File: config.mk
export PLATFORM = sky130hd
export DESIGN_NAME = glucose_trend_forecast_risk_core
export DESIGN_NICKNAME = d
export VERILOG_FILES = /design/src/sv/gtfr_pkg.sv /design/src/sv/glucose_trend_forecast_risk_core.sv /design/src/sv/gtfr_window.sv /design/src/sv/gtfr_mul.sv /design/src/sv/gtfr_ctrl.sv
export SDC_FILE = /design/constraint.sdc
export NUM_CORES = 2
export LEC_CHECK = 0
export BUFFER_PORTS_ARGS = -buffer_cell sky130_fd_sc_hd__buf_2
export CAP_MARGIN = 20
export CORE_MARGIN = 2
export CORE_UTILIZATION = 55
export CTS_BUF_LIST = sky130_fd_sc_hd__clkbuf_4
export CTS_CLUSTER_DIAMETER = 40
export DETAILED_ROUTE_END_ITERATION = 12
export PLACE_DENSITY = 0.77
export SETUP_SLACK_MARGIN = 0.2
export SLEW_MARGIN = 20
export SYNTH_ARGS = -nofsm -noshare
export SYNTH_HDL_FRONTEND = slang
export SYNTH_SLANG_ARGS = --single-unit
export TNS_END_PERCENT = 10
File: constraint.sdc
create_clock -name i_clk -period 10.2 [get_ports i_clk]
set_input_delay 1.02 -clock i_clk [delete_from_list [all_inputs] [get_ports i_clk]]
set_output_delay 1.02 -clock i_clk [all_outputs]
set_load 0.05 [all_outputs]
File: src/sv/gtfr_pkg.sv
// shared constants, types and tables of the glucose forecast block
package gtfr_pkg;

    localparam int TREND_WINDOW = 5;
    localparam int TREND_W      = 13;
    localparam int SUM_W        = TREND_W + $clog2(TREND_WINDOW);
    localparam int SLOT_W       = (TREND_WINDOW > 1) ? $clog2(TREND_WINDOW) : 1;
    localparam int CNT_W        = $clog2(TREND_WINDOW + 2);
    localparam int NSEL_W       = 5;

    // scaled trend magnitude, prediction accumulator
    localparam int X_W          = SUM_W + 5;
    localparam int P_W          = X_W + 2;

    // shared multiplier operands
    localparam int MUL_A_W      = (X_W > 17) ? X_W : 17;
    localparam int MUL_B_W      = 29;
    localparam int PROD_W       = MUL_A_W + MUL_B_W;

    localparam int IN_W         = 64;
    localparam int OUT_W        = 48;

    // reciprocal constants: floor(x / d) = (x * K) >> S over the used ranges
    localparam int RECIP_SHIFT  = 28;
    localparam int D100_SHIFT   = 23;
    localparam int D1000_SHIFT  = 26;
    localparam int D10_SHIFT    = 11;
    localparam logic [MUL_B_W-1:0] D100_K  = MUL_B_W'(83887);
    localparam logic [MUL_B_W-1:0] D1000_K = MUL_B_W'(67109);
    localparam logic [MUL_B_W-1:0] D10_K   = MUL_B_W'(205);

    localparam logic [15:0] PRED_MIN = 16'd3000;
    localparam logic [15:0] PRED_MAX = 16'd40000;

    localparam logic [6:0] HYPO_FULL  = 7'd95;
    localparam logic [6:0] HYPER_FULL = 7'd90;

    typedef enum logic [3:0] {
        ST_IDLE,
        ST_SCALE,
        ST_M30,
        ST_M60,
        ST_PRED,
        ST_D30,
        ST_D60,
        ST_DHYPO,
        ST_DHYPER,
        ST_FUSE,
        ST_F10,
        ST_OUT
    } t_state;

    typedef enum logic [2:0] {
        MOP_Q30,
        MOP_Q60,
        MOP_O30,
        MOP_O60,
        MOP_HYPO,
        MOP_HYPER,
        MOP_FUSED
    } t_mop;

    typedef enum logic [2:0] {
        ADV_NONE,
        ADV_MONITOR,
        ADV_SNACK,
        ADV_INSULIN,
        ADV_CHECK
    } t_advice;

    typedef enum logic [1:0] {
        RC_ZERO,
        RC_FULL,
        RC_DIV
    } t_rcase;

    typedef struct packed {
        logic load;
        logic scale;
        logic mul_en;
        t_mop mop;
        logic cap_q30;
        logic pred;
        logic risk;
        logic cap_o30;
        logic cap_o60;
        logic cap_hypo;
        logic cap_hyper;
        logic emit;
    } t_ctrl;

    // ceil(2^28 / n) for the window average
    function automatic logic [MUL_B_W-1:0] recip(input logic [NSEL_W-1:0] n);
        logic [MUL_B_W-1:0] k;
        unique case (n)
            5'd1:    k = MUL_B_W'(268435456);
            5'd2:    k = MUL_B_W'(134217728);
            5'd3:    k = MUL_B_W'(89478486);
            5'd4:    k = MUL_B_W'(67108864);
            5'd5:    k = MUL_B_W'(53687092);
            5'd6:    k = MUL_B_W'(44739243);
            5'd7:    k = MUL_B_W'(38347923);
            5'd8:    k = MUL_B_W'(33554432);
            5'd9:    k = MUL_B_W'(29826162);
            5'd10:   k = MUL_B_W'(26843546);
            5'd11:   k = MUL_B_W'(24403224);
            5'd12:   k = MUL_B_W'(22369622);
            5'd13:   k = MUL_B_W'(20648882);
            5'd14:   k = MUL_B_W'(19173962);
            5'd15:   k = MUL_B_W'(17895698);
            5'd16:   k = MUL_B_W'(16777216);
            default: k = MUL_B_W'(134217728);
        endcase
        return k;
    endfunction

endpackage

File: src/sv/glucose_trend_forecast_risk_core.sv
// glucose trend forecast and risk scoring, top level with datapath
// tvalid is registered and rises after ST_OUT emits; ST_OUT waits until the output is free
// one reading is in work at a time, with the sequencer stepping one shared
// multiplier through the window average, the predictions and the risk divisions
// a result waits in the output register; the next reading is taken meanwhile
// reset (synchronous, active low) clears sequencer, window sum, count, slot and tvalid
module glucose_trend_forecast_risk_core (
    input  logic                         i_clk,
    input  logic                         i_rst_n,
    input  logic                         s_axis_tvalid,
    output logic                         s_axis_tready,
    // glucose_mgdl, trend_centi, insulin_centi_units, carbs_deci_grams,
    // heart_rate, activity_level, zero pad
    input  logic [gtfr_pkg::IN_W-1:0]    s_axis_tdata,
    output logic                         m_axis_tvalid,
    input  logic                         m_axis_tready,
    // glucose_in_30, glucose_in_60, hypo_risk, hyper_risk, fused_risk,
    // advice_code, zero pad
    output logic [gtfr_pkg::OUT_W-1:0]   m_axis_tdata
);

    localparam int P_W = gtfr_pkg::P_W;
    localparam int X_W = gtfr_pkg::X_W;
    localparam logic signed [P_W-1:0] P_LO = P_W'(3000);
    localparam logic signed [P_W-1:0] P_HI = P_W'(40000);

    gtfr_pkg::t_ctrl w_ctrl;
    logic            w_out_free;

    logic signed [gtfr_pkg::SUM_W-1:0] w_sum;
    logic [gtfr_pkg::NSEL_W-1:0]       w_n;
    logic                              w_first;
    logic [gtfr_pkg::PROD_W-1:0]       w_prod;
    logic [gtfr_pkg::MUL_A_W-1:0]      w_mul_a;
    logic [gtfr_pkg::MUL_B_W-1:0]      w_mul_b;

    // latched reading
    logic [9:0]  r_g;
    logic [12:0] r_iob;
    logic [10:0] r_cob;
    logic [7:0]  r_act;

    // working registers
    logic [X_W-1:0]                r_x30, r_x60, r_q30;
    logic                          r_neg, r_first;
    logic [gtfr_pkg::MUL_B_W-1:0]  r_k;
    logic signed [P_W-1:0]         r_base30, r_base60;
    logic [15:0]                   r_p30, r_p60;
    gtfr_pkg::t_rcase              r_hycase, r_hrcase;
    logic [16:0]                   r_hynum, r_hrnum;
    logic [9:0]                    r_o30, r_o60;
    logic [6:0]                    r_hypo, r_hyper;

    logic [gtfr_pkg::OUT_W-1:0]    r_out_data;
    logic                          r_out_valid, n_out_valid;

    // combinational helpers
    logic [gtfr_pkg::SUM_W-1:0] w_mag;
    logic signed [P_W-1:0]      w_gx, w_ix, w_cx, w_ax, w_g100, w_i9, w_c10, w_a30;
    logic signed [P_W-1:0]      w_s30, w_s60;
    logic [X_W-1:0]             w_q60;
    logic [15:0]                w_c30, w_c60;
    logic [17:0]                w_p30x, w_p60x;
    gtfr_pkg::t_rcase           w_hycase, w_hrcase;
    logic [17:0]                w_hynum, w_hrnum;
    logic [6:0]                 w_fused;
    gtfr_pkg::t_advice          w_advice;

    assign w_out_free = !r_out_valid || m_axis_tready;

    gtfr_ctrl u_ctrl (
        .i_clk      (i_clk),
        .i_rst_n    (i_rst_n),
        .i_in_valid (s_axis_tvalid),
        .i_out_free (w_out_free),
        .o_ready    (s_axis_tready),
        .o_ctrl     (w_ctrl)
    );

    gtfr_window u_window (
        .i_clk   (i_clk),
        .i_rst_n (i_rst_n),
        .i_en    (w_ctrl.load),
        .i_trend (s_axis_tdata[22:10]),
        .o_sum   (w_sum),
        .o_n     (w_n),
        .o_first (w_first)
    );

    gtfr_mul u_mul (
        .i_clk  (i_clk),
        .i_en   (w_ctrl.mul_en),
        .i_a    (w_mul_a),
        .i_b    (w_mul_b),
        .o_prod (w_prod)
    );

    // operand selection for the shared multiplier
    always_comb begin
        unique case (w_ctrl.mop)
            gtfr_pkg::MOP_Q30: begin
                w_mul_a = gtfr_pkg::MUL_A_W'(r_x30);
                w_mul_b = r_k;
            end
            gtfr_pkg::MOP_Q60: begin
                w_mul_a = gtfr_pkg::MUL_A_W'(r_x60);
                w_mul_b = r_k;
            end
            gtfr_pkg::MOP_O30: begin
                w_mul_a = gtfr_pkg::MUL_A_W'(r_p30);
                w_mul_b = gtfr_pkg::D100_K;
            end
            gtfr_pkg::MOP_O60: begin
                w_mul_a = gtfr_pkg::MUL_A_W'(r_p60);
                w_mul_b = gtfr_pkg::D100_K;
            end
            gtfr_pkg::MOP_HYPO: begin
                w_mul_a = gtfr_pkg::MUL_A_W'(r_hynum);
                w_mul_b = gtfr_pkg::D100_K;
            end
            gtfr_pkg::MOP_HYPER: begin
                w_mul_a = gtfr_pkg::MUL_A_W'(r_hrnum);
                w_mul_b = gtfr_pkg::D1000_K;
            end
            gtfr_pkg::MOP_FUSED: begin
                w_mul_a = gtfr_pkg::MUL_A_W'({r_hyper, 3'b000});
                w_mul_b = gtfr_pkg::D10_K;
            end
            default: begin
                w_mul_a = '0;
                w_mul_b = '0;
            end
        endcase
    end

    // scale step: trend magnitude times 30 and 60, fixed terms of both predictions
    always_comb begin
        w_mag  = w_sum[gtfr_pkg::SUM_W-1] ? gtfr_pkg::SUM_W'(-w_sum)
                                          : gtfr_pkg::SUM_W'(w_sum);
        w_gx   = P_W'(r_g);
        w_ix   = P_W'(r_iob);
        w_cx   = P_W'(r_cob);
        w_ax   = P_W'(r_act);
        w_g100 = (w_gx <<< 6) + (w_gx <<< 5) + (w_gx <<< 2);
        w_i9   = (w_ix <<< 3) + w_ix;
        w_c10  = (w_cx <<< 3) + (w_cx <<< 1);
        w_a30  = (w_ax <<< 5) - (w_ax <<< 1);
    end

    // prediction step: signed average term, then clamp
    always_comb begin
        w_q60 = w_prod[gtfr_pkg::RECIP_SHIFT +: X_W];
        w_s30 = r_neg ? (r_base30 - P_W'(r_q30)) : (r_base30 + P_W'(r_q30));
        w_s60 = r_neg ? (r_base60 - P_W'(w_q60)) : (r_base60 + P_W'(w_q60));
        if (w_s30 < P_LO)      w_c30 = gtfr_pkg::PRED_MIN;
        else if (w_s30 > P_HI) w_c30 = gtfr_pkg::PRED_MAX;
        else                   w_c30 = w_s30[15:0];
        if (w_s60 < P_LO)      w_c60 = gtfr_pkg::PRED_MIN;
        else if (w_s60 > P_HI) w_c60 = gtfr_pkg::PRED_MAX;
        else                   w_c60 = w_s60[15:0];
    end

    // piecewise risk bands, numerators all kept non-negative
    always_comb begin
        w_p30x = {2'b00, r_p30};
        w_p60x = {2'b00, r_p60};
        w_hynum = '0;
        w_hrnum = '0;
        priority if (r_p30 < 16'd7000) begin
            w_hycase = gtfr_pkg::RC_FULL;
        end else if (r_p30 < 16'd8000) begin
            w_hycase = gtfr_pkg::RC_DIV;
            w_hynum  = 18'd65000 - (w_p30x << 3);
        end else if (r_p30 < 16'd9000) begin
            w_hycase = gtfr_pkg::RC_DIV;
            w_hynum  = 18'd27000 - ((w_p30x << 1) + w_p30x);
        end else begin
            w_hycase = gtfr_pkg::RC_ZERO;
        end
        // lower band scaled by ten so both bands share the divide by 1000
        priority if (r_p60 > 16'd25000) begin
            w_hrcase = gtfr_pkg::RC_FULL;
        end else if (r_p60 > 16'd18000) begin
            w_hrcase = gtfr_pkg::RC_DIV;
            w_hrnum  = (w_p60x << 3) - 18'd120000;
        end else if (r_p60 > 16'd16000) begin
            w_hrcase = gtfr_pkg::RC_DIV;
            w_hrnum  = (w_p60x << 3) + (w_p60x << 1) - 18'd160000;
        end else begin
            w_hrcase = gtfr_pkg::RC_ZERO;
        end
    end

    // fused score and advice
    always_comb begin
        priority if (r_hypo > 7'd50)  w_fused = r_hypo;
        else if (r_hyper > 7'd50)     w_fused = w_prod[gtfr_pkg::D10_SHIFT +: 7];
        else if (r_g < 10'd70)        w_fused = 7'd80;
        else if (r_g < 10'd80)        w_fused = 7'd40;
        else if (r_g > 10'd250)       w_fused = 7'd70;
        else if (r_g > 10'd180)       w_fused = 7'd30;
        else                          w_fused = 7'd10;
        priority if (r_hypo > 7'd70)  w_advice = gtfr_pkg::ADV_SNACK;
        else if (r_hyper > 7'd60)     w_advice = gtfr_pkg::ADV_INSULIN;
        else if (w_fused > 7'd50)     w_advice = gtfr_pkg::ADV_CHECK;
        else if (w_fused > 7'd20)     w_advice = gtfr_pkg::ADV_MONITOR;
        else                          w_advice = gtfr_pkg::ADV_NONE;
    end

    always_ff @(posedge i_clk) begin
        if (w_ctrl.load) begin
            r_g   <= s_axis_tdata[9:0];
            r_iob <= s_axis_tdata[35:23];
            r_cob <= s_axis_tdata[46:36];
            // activity only counts with a known heart rate
            r_act <= (s_axis_tdata[54:47] != 8'd0) ? s_axis_tdata[62:55] : 8'd0;
        end
        if (w_ctrl.scale) begin
            r_x30    <= (X_W'(w_mag) << 5) - (X_W'(w_mag) << 1);
            r_x60    <= (X_W'(w_mag) << 6) - (X_W'(w_mag) << 2);
            r_neg    <= w_sum[gtfr_pkg::SUM_W-1];
            r_k      <= gtfr_pkg::recip(w_n);
            r_first  <= w_first;
            r_base30 <= w_g100 - (w_i9 >>> 2) + w_c10 - w_a30;
            r_base60 <= w_g100 - w_i9 + (w_c10 <<< 1) - (w_a30 <<< 1);
        end
        if (w_ctrl.cap_q30) begin
            r_q30 <= w_prod[gtfr_pkg::RECIP_SHIFT +: X_W];
        end
        if (w_ctrl.pred) begin
            r_p30 <= w_c30;
            r_p60 <= w_c60;
        end
        if (w_ctrl.risk) begin
            r_hycase <= w_hycase;
            r_hrcase <= w_hrcase;
            r_hynum  <= w_hynum[16:0];
            r_hrnum  <= w_hrnum[16:0];
        end
        if (w_ctrl.cap_o30) begin
            r_o30 <= w_prod[gtfr_pkg::D100_SHIFT +: 10];
        end
        if (w_ctrl.cap_o60) begin
            r_o60 <= w_prod[gtfr_pkg::D100_SHIFT +: 10];
        end
        if (w_ctrl.cap_hypo) begin
            unique case (r_hycase)
                gtfr_pkg::RC_FULL: r_hypo <= gtfr_pkg::HYPO_FULL;
                gtfr_pkg::RC_DIV:  r_hypo <= w_prod[gtfr_pkg::D100_SHIFT +: 7];
                default:           r_hypo <= 7'd0;
            endcase
        end
        if (w_ctrl.cap_hyper) begin
            unique case (r_hrcase)
                gtfr_pkg::RC_FULL: r_hyper <= gtfr_pkg::HYPER_FULL;
                gtfr_pkg::RC_DIV:  r_hyper <= w_prod[gtfr_pkg::D1000_SHIFT +: 7];
                default:           r_hyper <= 7'd0;
            endcase
        end
        if (w_ctrl.emit) begin
            // a single reading so far: echo it, no risk
            if (r_first) begin
                r_out_data <= {4'd0, gtfr_pkg::ADV_NONE, 7'd0, 7'd0, 7'd0, r_g, r_g};
            end else begin
                r_out_data <= {4'd0, w_advice, w_fused, r_hyper, r_hypo, r_o60, r_o30};
            end
        end
    end

    always_comb begin
        if (w_ctrl.emit) begin
            n_out_valid = 1'b1;
        end else if (m_axis_tready) begin
            n_out_valid = 1'b0;
        end else begin
            n_out_valid = r_out_valid;
        end
    end

    always_ff @(posedge i_clk) begin
        if (!i_rst_n) begin
            r_out_valid <= 1'b0;
        end else begin
            r_out_valid <= n_out_valid;
        end
    end

    assign m_axis_tvalid = r_out_valid;
    assign m_axis_tdata  = r_out_data;

endmodule

File: src/sv/gtfr_window.sv
// trend window with running sum, reading count and write slot
module gtfr_window (
    input  logic                              i_clk,
    input  logic                              i_rst_n,
    input  logic                              i_en,
    input  logic signed [gtfr_pkg::TREND_W-1:0] i_trend,
    output logic signed [gtfr_pkg::SUM_W-1:0]   o_sum,
    output logic [gtfr_pkg::NSEL_W-1:0]         o_n,
    output logic                              o_first
);

    logic signed [gtfr_pkg::TREND_W-1:0] r_win [gtfr_pkg::TREND_WINDOW];
    logic signed [gtfr_pkg::SUM_W-1:0]   r_sum, n_sum;
    logic [gtfr_pkg::SLOT_W-1:0]         r_slot, n_slot;
    logic [gtfr_pkg::CNT_W-1:0]          r_seen, n_seen;
    logic signed [gtfr_pkg::TREND_W-1:0] w_evict;

    always_comb begin
        // a slot not yet written counts as zero
        if (r_seen >= gtfr_pkg::CNT_W'(gtfr_pkg::TREND_WINDOW)) begin
            w_evict = r_win[r_slot];
        end else begin
            w_evict = '0;
        end
        n_sum = r_sum - gtfr_pkg::SUM_W'(w_evict) + gtfr_pkg::SUM_W'(i_trend);
        if (r_slot == gtfr_pkg::SLOT_W'(gtfr_pkg::TREND_WINDOW - 1)) begin
            n_slot = '0;
        end else begin
            n_slot = r_slot + 1'b1;
        end
        if (r_seen < gtfr_pkg::CNT_W'(gtfr_pkg::TREND_WINDOW + 1)) begin
            n_seen = r_seen + 1'b1;
        end else begin
            n_seen = r_seen;
        end
    end

    always_ff @(posedge i_clk) begin
        if (!i_rst_n) begin
            r_sum  <= '0;
            r_slot <= '0;
            r_seen <= '0;
        end else if (i_en) begin
            r_sum  <= n_sum;
            r_slot <= n_slot;
            r_seen <= n_seen;
        end
    end

    always_ff @(posedge i_clk) begin
        if (i_en) begin
            r_win[r_slot] <= i_trend;
        end
    end

    always_comb begin
        if (r_seen < gtfr_pkg::CNT_W'(gtfr_pkg::TREND_WINDOW)) begin
            o_n = gtfr_pkg::NSEL_W'(r_seen);
        end else begin
            o_n = gtfr_pkg::NSEL_W'(gtfr_pkg::TREND_WINDOW);
        end
    end

    assign o_sum   = r_sum;
    assign o_first = (r_seen < gtfr_pkg::CNT_W'(2));

endmodule

File: src/sv/gtfr_mul.sv
// shared multiplier with registered product, held while not enabled
module gtfr_mul (
    input  logic                          i_clk,
    input  logic                          i_en,
    input  logic [gtfr_pkg::MUL_A_W-1:0]  i_a,
    input  logic [gtfr_pkg::MUL_B_W-1:0]  i_b,
    output logic [gtfr_pkg::PROD_W-1:0]   o_prod
);

    logic [gtfr_pkg::PROD_W-1:0] r_prod;

    always_ff @(posedge i_clk) begin
        if (i_en) begin
            r_prod <= gtfr_pkg::PROD_W'(i_a) * gtfr_pkg::PROD_W'(i_b);
        end
    end

    assign o_prod = r_prod;

endmodule

File: src/sv/gtfr_ctrl.sv
// sequencer that steps one reading through the shared multiplier
module gtfr_ctrl (
    input  logic             i_clk,
    input  logic             i_rst_n,
    input  logic             i_in_valid,
    input  logic             i_out_free,
    output logic             o_ready,
    output gtfr_pkg::t_ctrl  o_ctrl
);

    gtfr_pkg::t_state r_state, n_state;

    always_comb begin
        n_state = r_state;
        unique case (r_state)
            gtfr_pkg::ST_IDLE: begin
                if (i_in_valid) n_state = gtfr_pkg::ST_SCALE;
            end
            gtfr_pkg::ST_SCALE:  n_state = gtfr_pkg::ST_M30;
            gtfr_pkg::ST_M30:    n_state = gtfr_pkg::ST_M60;
            gtfr_pkg::ST_M60:    n_state = gtfr_pkg::ST_PRED;
            gtfr_pkg::ST_PRED:   n_state = gtfr_pkg::ST_D30;
            gtfr_pkg::ST_D30:    n_state = gtfr_pkg::ST_D60;
            gtfr_pkg::ST_D60:    n_state = gtfr_pkg::ST_DHYPO;
            gtfr_pkg::ST_DHYPO:  n_state = gtfr_pkg::ST_DHYPER;
            gtfr_pkg::ST_DHYPER: n_state = gtfr_pkg::ST_FUSE;
            gtfr_pkg::ST_FUSE:   n_state = gtfr_pkg::ST_F10;
            gtfr_pkg::ST_F10:    n_state = gtfr_pkg::ST_OUT;
            gtfr_pkg::ST_OUT: begin
                if (i_out_free) n_state = gtfr_pkg::ST_IDLE;
            end
            default:             n_state = gtfr_pkg::ST_IDLE;
        endcase
    end

    always_ff @(posedge i_clk) begin
        if (!i_rst_n) begin
            r_state <= gtfr_pkg::ST_IDLE;
        end else begin
            r_state <= n_state;
        end
    end

    always_comb begin
        o_ctrl     = '0;
        o_ctrl.mop = gtfr_pkg::MOP_Q30;
        o_ready    = 1'b0;
        unique case (r_state)
            gtfr_pkg::ST_IDLE: begin
                o_ready     = 1'b1;
                o_ctrl.load = i_in_valid;
            end
            gtfr_pkg::ST_SCALE: o_ctrl.scale = 1'b1;
            gtfr_pkg::ST_M30: begin
                o_ctrl.mul_en = 1'b1;
                o_ctrl.mop    = gtfr_pkg::MOP_Q30;
            end
            gtfr_pkg::ST_M60: begin
                o_ctrl.mul_en  = 1'b1;
                o_ctrl.mop     = gtfr_pkg::MOP_Q60;
                o_ctrl.cap_q30 = 1'b1;
            end
            gtfr_pkg::ST_PRED: o_ctrl.pred = 1'b1;
            gtfr_pkg::ST_D30: begin
                o_ctrl.mul_en = 1'b1;
                o_ctrl.mop    = gtfr_pkg::MOP_O30;
                o_ctrl.risk   = 1'b1;
            end
            gtfr_pkg::ST_D60: begin
                o_ctrl.mul_en  = 1'b1;
                o_ctrl.mop     = gtfr_pkg::MOP_O60;
                o_ctrl.cap_o30 = 1'b1;
            end
            gtfr_pkg::ST_DHYPO: begin
                o_ctrl.mul_en  = 1'b1;
                o_ctrl.mop     = gtfr_pkg::MOP_HYPO;
                o_ctrl.cap_o60 = 1'b1;
            end
            gtfr_pkg::ST_DHYPER: begin
                o_ctrl.mul_en   = 1'b1;
                o_ctrl.mop      = gtfr_pkg::MOP_HYPER;
                o_ctrl.cap_hypo = 1'b1;
            end
            gtfr_pkg::ST_FUSE: o_ctrl.cap_hyper = 1'b1;
            gtfr_pkg::ST_F10: begin
                o_ctrl.mul_en = 1'b1;
                o_ctrl.mop    = gtfr_pkg::MOP_FUSED;
            end
            gtfr_pkg::ST_OUT: o_ctrl.emit = i_out_free;
            default: ;
        endcase
    end

endmodule

==> reports/metrics.cfg <==
[worst_setup_path]
crit_path_max_fanout = 14
critPathKind = reg2reg
critPathLaunchType = flip-flop
worstPathRequired_ns = 10.87
critPathBufInv = 3
crit_arrival_ns = 10.36
reg2reg_from = u_ctrl.r_state[0]
cpMaxStageDelayCell = dfxtp_1
end_kind = flip-flop
worstRegToRegCells = 27
cpPeakStageDelay_ns = 0.70
r2r_setup_slack_ns = 0.51
r2r_end = u_mul.o_prod[47]
crit_family = adder cells
cp_common_cell = fa_1

[synth]
syn_inst = 4771
synth_top_cells_by_count = inv_1, fa_1, ha_1
synthArstFlopShare_pct = 0
synth_top_area_share_pct = 24.9
netlist_area_um2 = 46300
synthFlopType = edfxtp_1
ys_types = 90
yosys-top-cells-area = edfxtp_1, fa_1, ha_1
synth.yosys.warnings = 0
ys_ff_latch = 414
synth_area_per_cell_um2 = 9.70
synth_most_common_cell = inv_1
synth_edf_count = 384
synth-seq-area-share_pct = 26.2
synth.largest_area_cell = edfxtp_1

[cells_and_area]
syn_to_final_growth_pct = 8.84
fin_cells = 6175
num-nets-final = 6072
drive_gt1_share_pct = 9.15

[timing]
setup_tns_ns = 0
slew-limit-headroom_pct = 28.6
fin_hold_ws_ns = 0.273
fin_crit_sh_pct = 95.0
fin_crit_ns = 9.69
tightest_slew_ns = 1.06
fin_skew_ns = 0.0813
rsz0062_at_grt = no
max_freq_mhz = 103
setup_viol = 0
drv_slew = 0
final_hold_viol_count = 0

[global_routing]
grt_max_degree = 71
antenna_found_initial = 2
overflow = 0
grtUsageTotal_pct = 29.7
grt_pass1_wl_um = 196000
first_global_vias = 35100

[cts]
h-tree-depth = 3
cts_tree = yes
clockBufferDepth = 3
clock_latency_ns = 0.93
cts_buffers = 109
clk_pin_slew_ns = 0.07
cts_sinks = 414
ctsRootBufferMaster = clkbuf_4
post_cts_buffers = 0

[detailed_routing]
vias_per_cell = 5.68
num_vias = 35100
ant_nets = 0
drc = 0
drtIter0Drc = 3426
wirelength_um = 126000
avgRoutedWirePerCell_um = 20.4
drt_pass1_iterations = 6

[place]
dp_hpwl_um = 103000
port-buffer-count = 112
dp_cells = 5971
place.gp.congestion = 1.01

[job]
maxCapViolations = 0

[die]
rows = 106
start_util_pct = 55.4
core_um2 = 83600
die_x_um = 294
die_y_um = 294
fp.dieArea_um2 = 86500
ios = 118

[hold_path]
min_from = s_axis_tdata[37]
hold_path_depth = 1
hold_path_class = in2reg
hold_end = r_cob[1]

[outcome]
status = completed

==> cell families (layout without fill, tap and decap cells) <==
group | Yosys count | count (layout) | synth area share [%]
multiplexers | 39 | 39 | 1.20
buffers and inverters | 1048 | 1348 | 8.59
adder cells (fa/ha/maj) | 1001 | 1001 | 36.1
AND/OR/NAND/NOR | 1223 | 1223 | 11.8
XOR/XNOR | 266 | 266 | 5.03
AO/OA/AOI/OAI | 778 | 778 | 11.1
flip-flops | 414 | 414 | 26.2
other | 2 | 26 | 0.0162
==> registers in the layout (all words and copies together) (netlist names), 17 cells and up, named ones only <==
register        cells
m_axis_tdata       44
u_window.r_win     65
r_base60           21
r_hynum            17
r_base30           21
r_q30              21
r_x30              20
u_mul.o_prod       33
==> placed cells by master, fill, tap and decap left out, types with 66 or more instances in the layout <==
cell and instances:
a21o_1 70, a21oi_1 204, buf_2 113, buf_4 100
clkbuf_4 143, edfxtp_1 384, fa_1 557, ha_1 444
inv_1 929, nand2_1 421, nor2_1 421, nor3_1 71
o21ai_0 149, xnor2_1 200, xor2_1 66
==> timing repair <==
item,in CTS,in global routing
setup endpoints to repair,0,2
resized for setup,0,3
endpoints found under the hold margin,0,0
hold buffers,0,0
==> worst max-delay path by stage <==
stage,slack [ns],startpoint,depth (start not counted),endpoint
2_1_floorplan,0.73,u_ctrl.r_state[3],4,r_base30[0]
5_1_grt,0.21,u_ctrl.r_state[1],29,u_mul.o_prod[47]
3_3_place_gp,0.75,u_ctrl.r_state[3],28,u_mul.o_prod[47]
4_1_cts,0.64,u_ctrl.r_state[3],29,u_mul.o_prod[48]
3_5_place_dp,0.58,u_ctrl.r_state[3],29,u_mul.o_prod[48]
6_report,0.51,u_ctrl.r_state[0],27,u_mul.o_prod[47]
==> metal layers <==
layer / global-route usage [%] / vias to the layer above / wire, um
met3: 5.33 / 262 / 11500
met1: 40.3 / 17100 / 51100
met5: 0 / - / 0
li1: - / 16200 / -
met2: 47.6 / 1503 / 58300
met4: 11.1 / 0 / 4740
==> layout make-up <==
| type | count | area [um2] |
|---|---|---|
| inverters | 931 | 3490 |
| clock buffers | 143 | 1070 |
| clock inverters | 57 | 547 |
| diodes | 3 | 7.51 |
| multi-input cells | 3330 | 30400 |
| fillers | 7029 | 33200 |
| well taps | 1080 | 1350 |
| flip-flops and latches | 414 | 12100 |
| repair buffers | 217 | 1400 |
==> metrics by stage <==
| stage | utilization [%] | instance area [um2] | worst slack [ns] |
|---|---|---|---|
| CTS | 60.3 | 50400 | 0.638 |
| detailed placement | 58.3 | 48800 | 0.580 |
| global placement | 58.3 | 48800 | 0.752 |
| floorplan | - | 46400 | 0.733 |
| finish | 60.3 | 50400 | 0.507 |
| global route | 60.3 | 50400 | 0.205 |
Power is left out: the tool's default activity adds up to more than one toggle a clock period on the data nets, which glitch-free logic cannot reach.
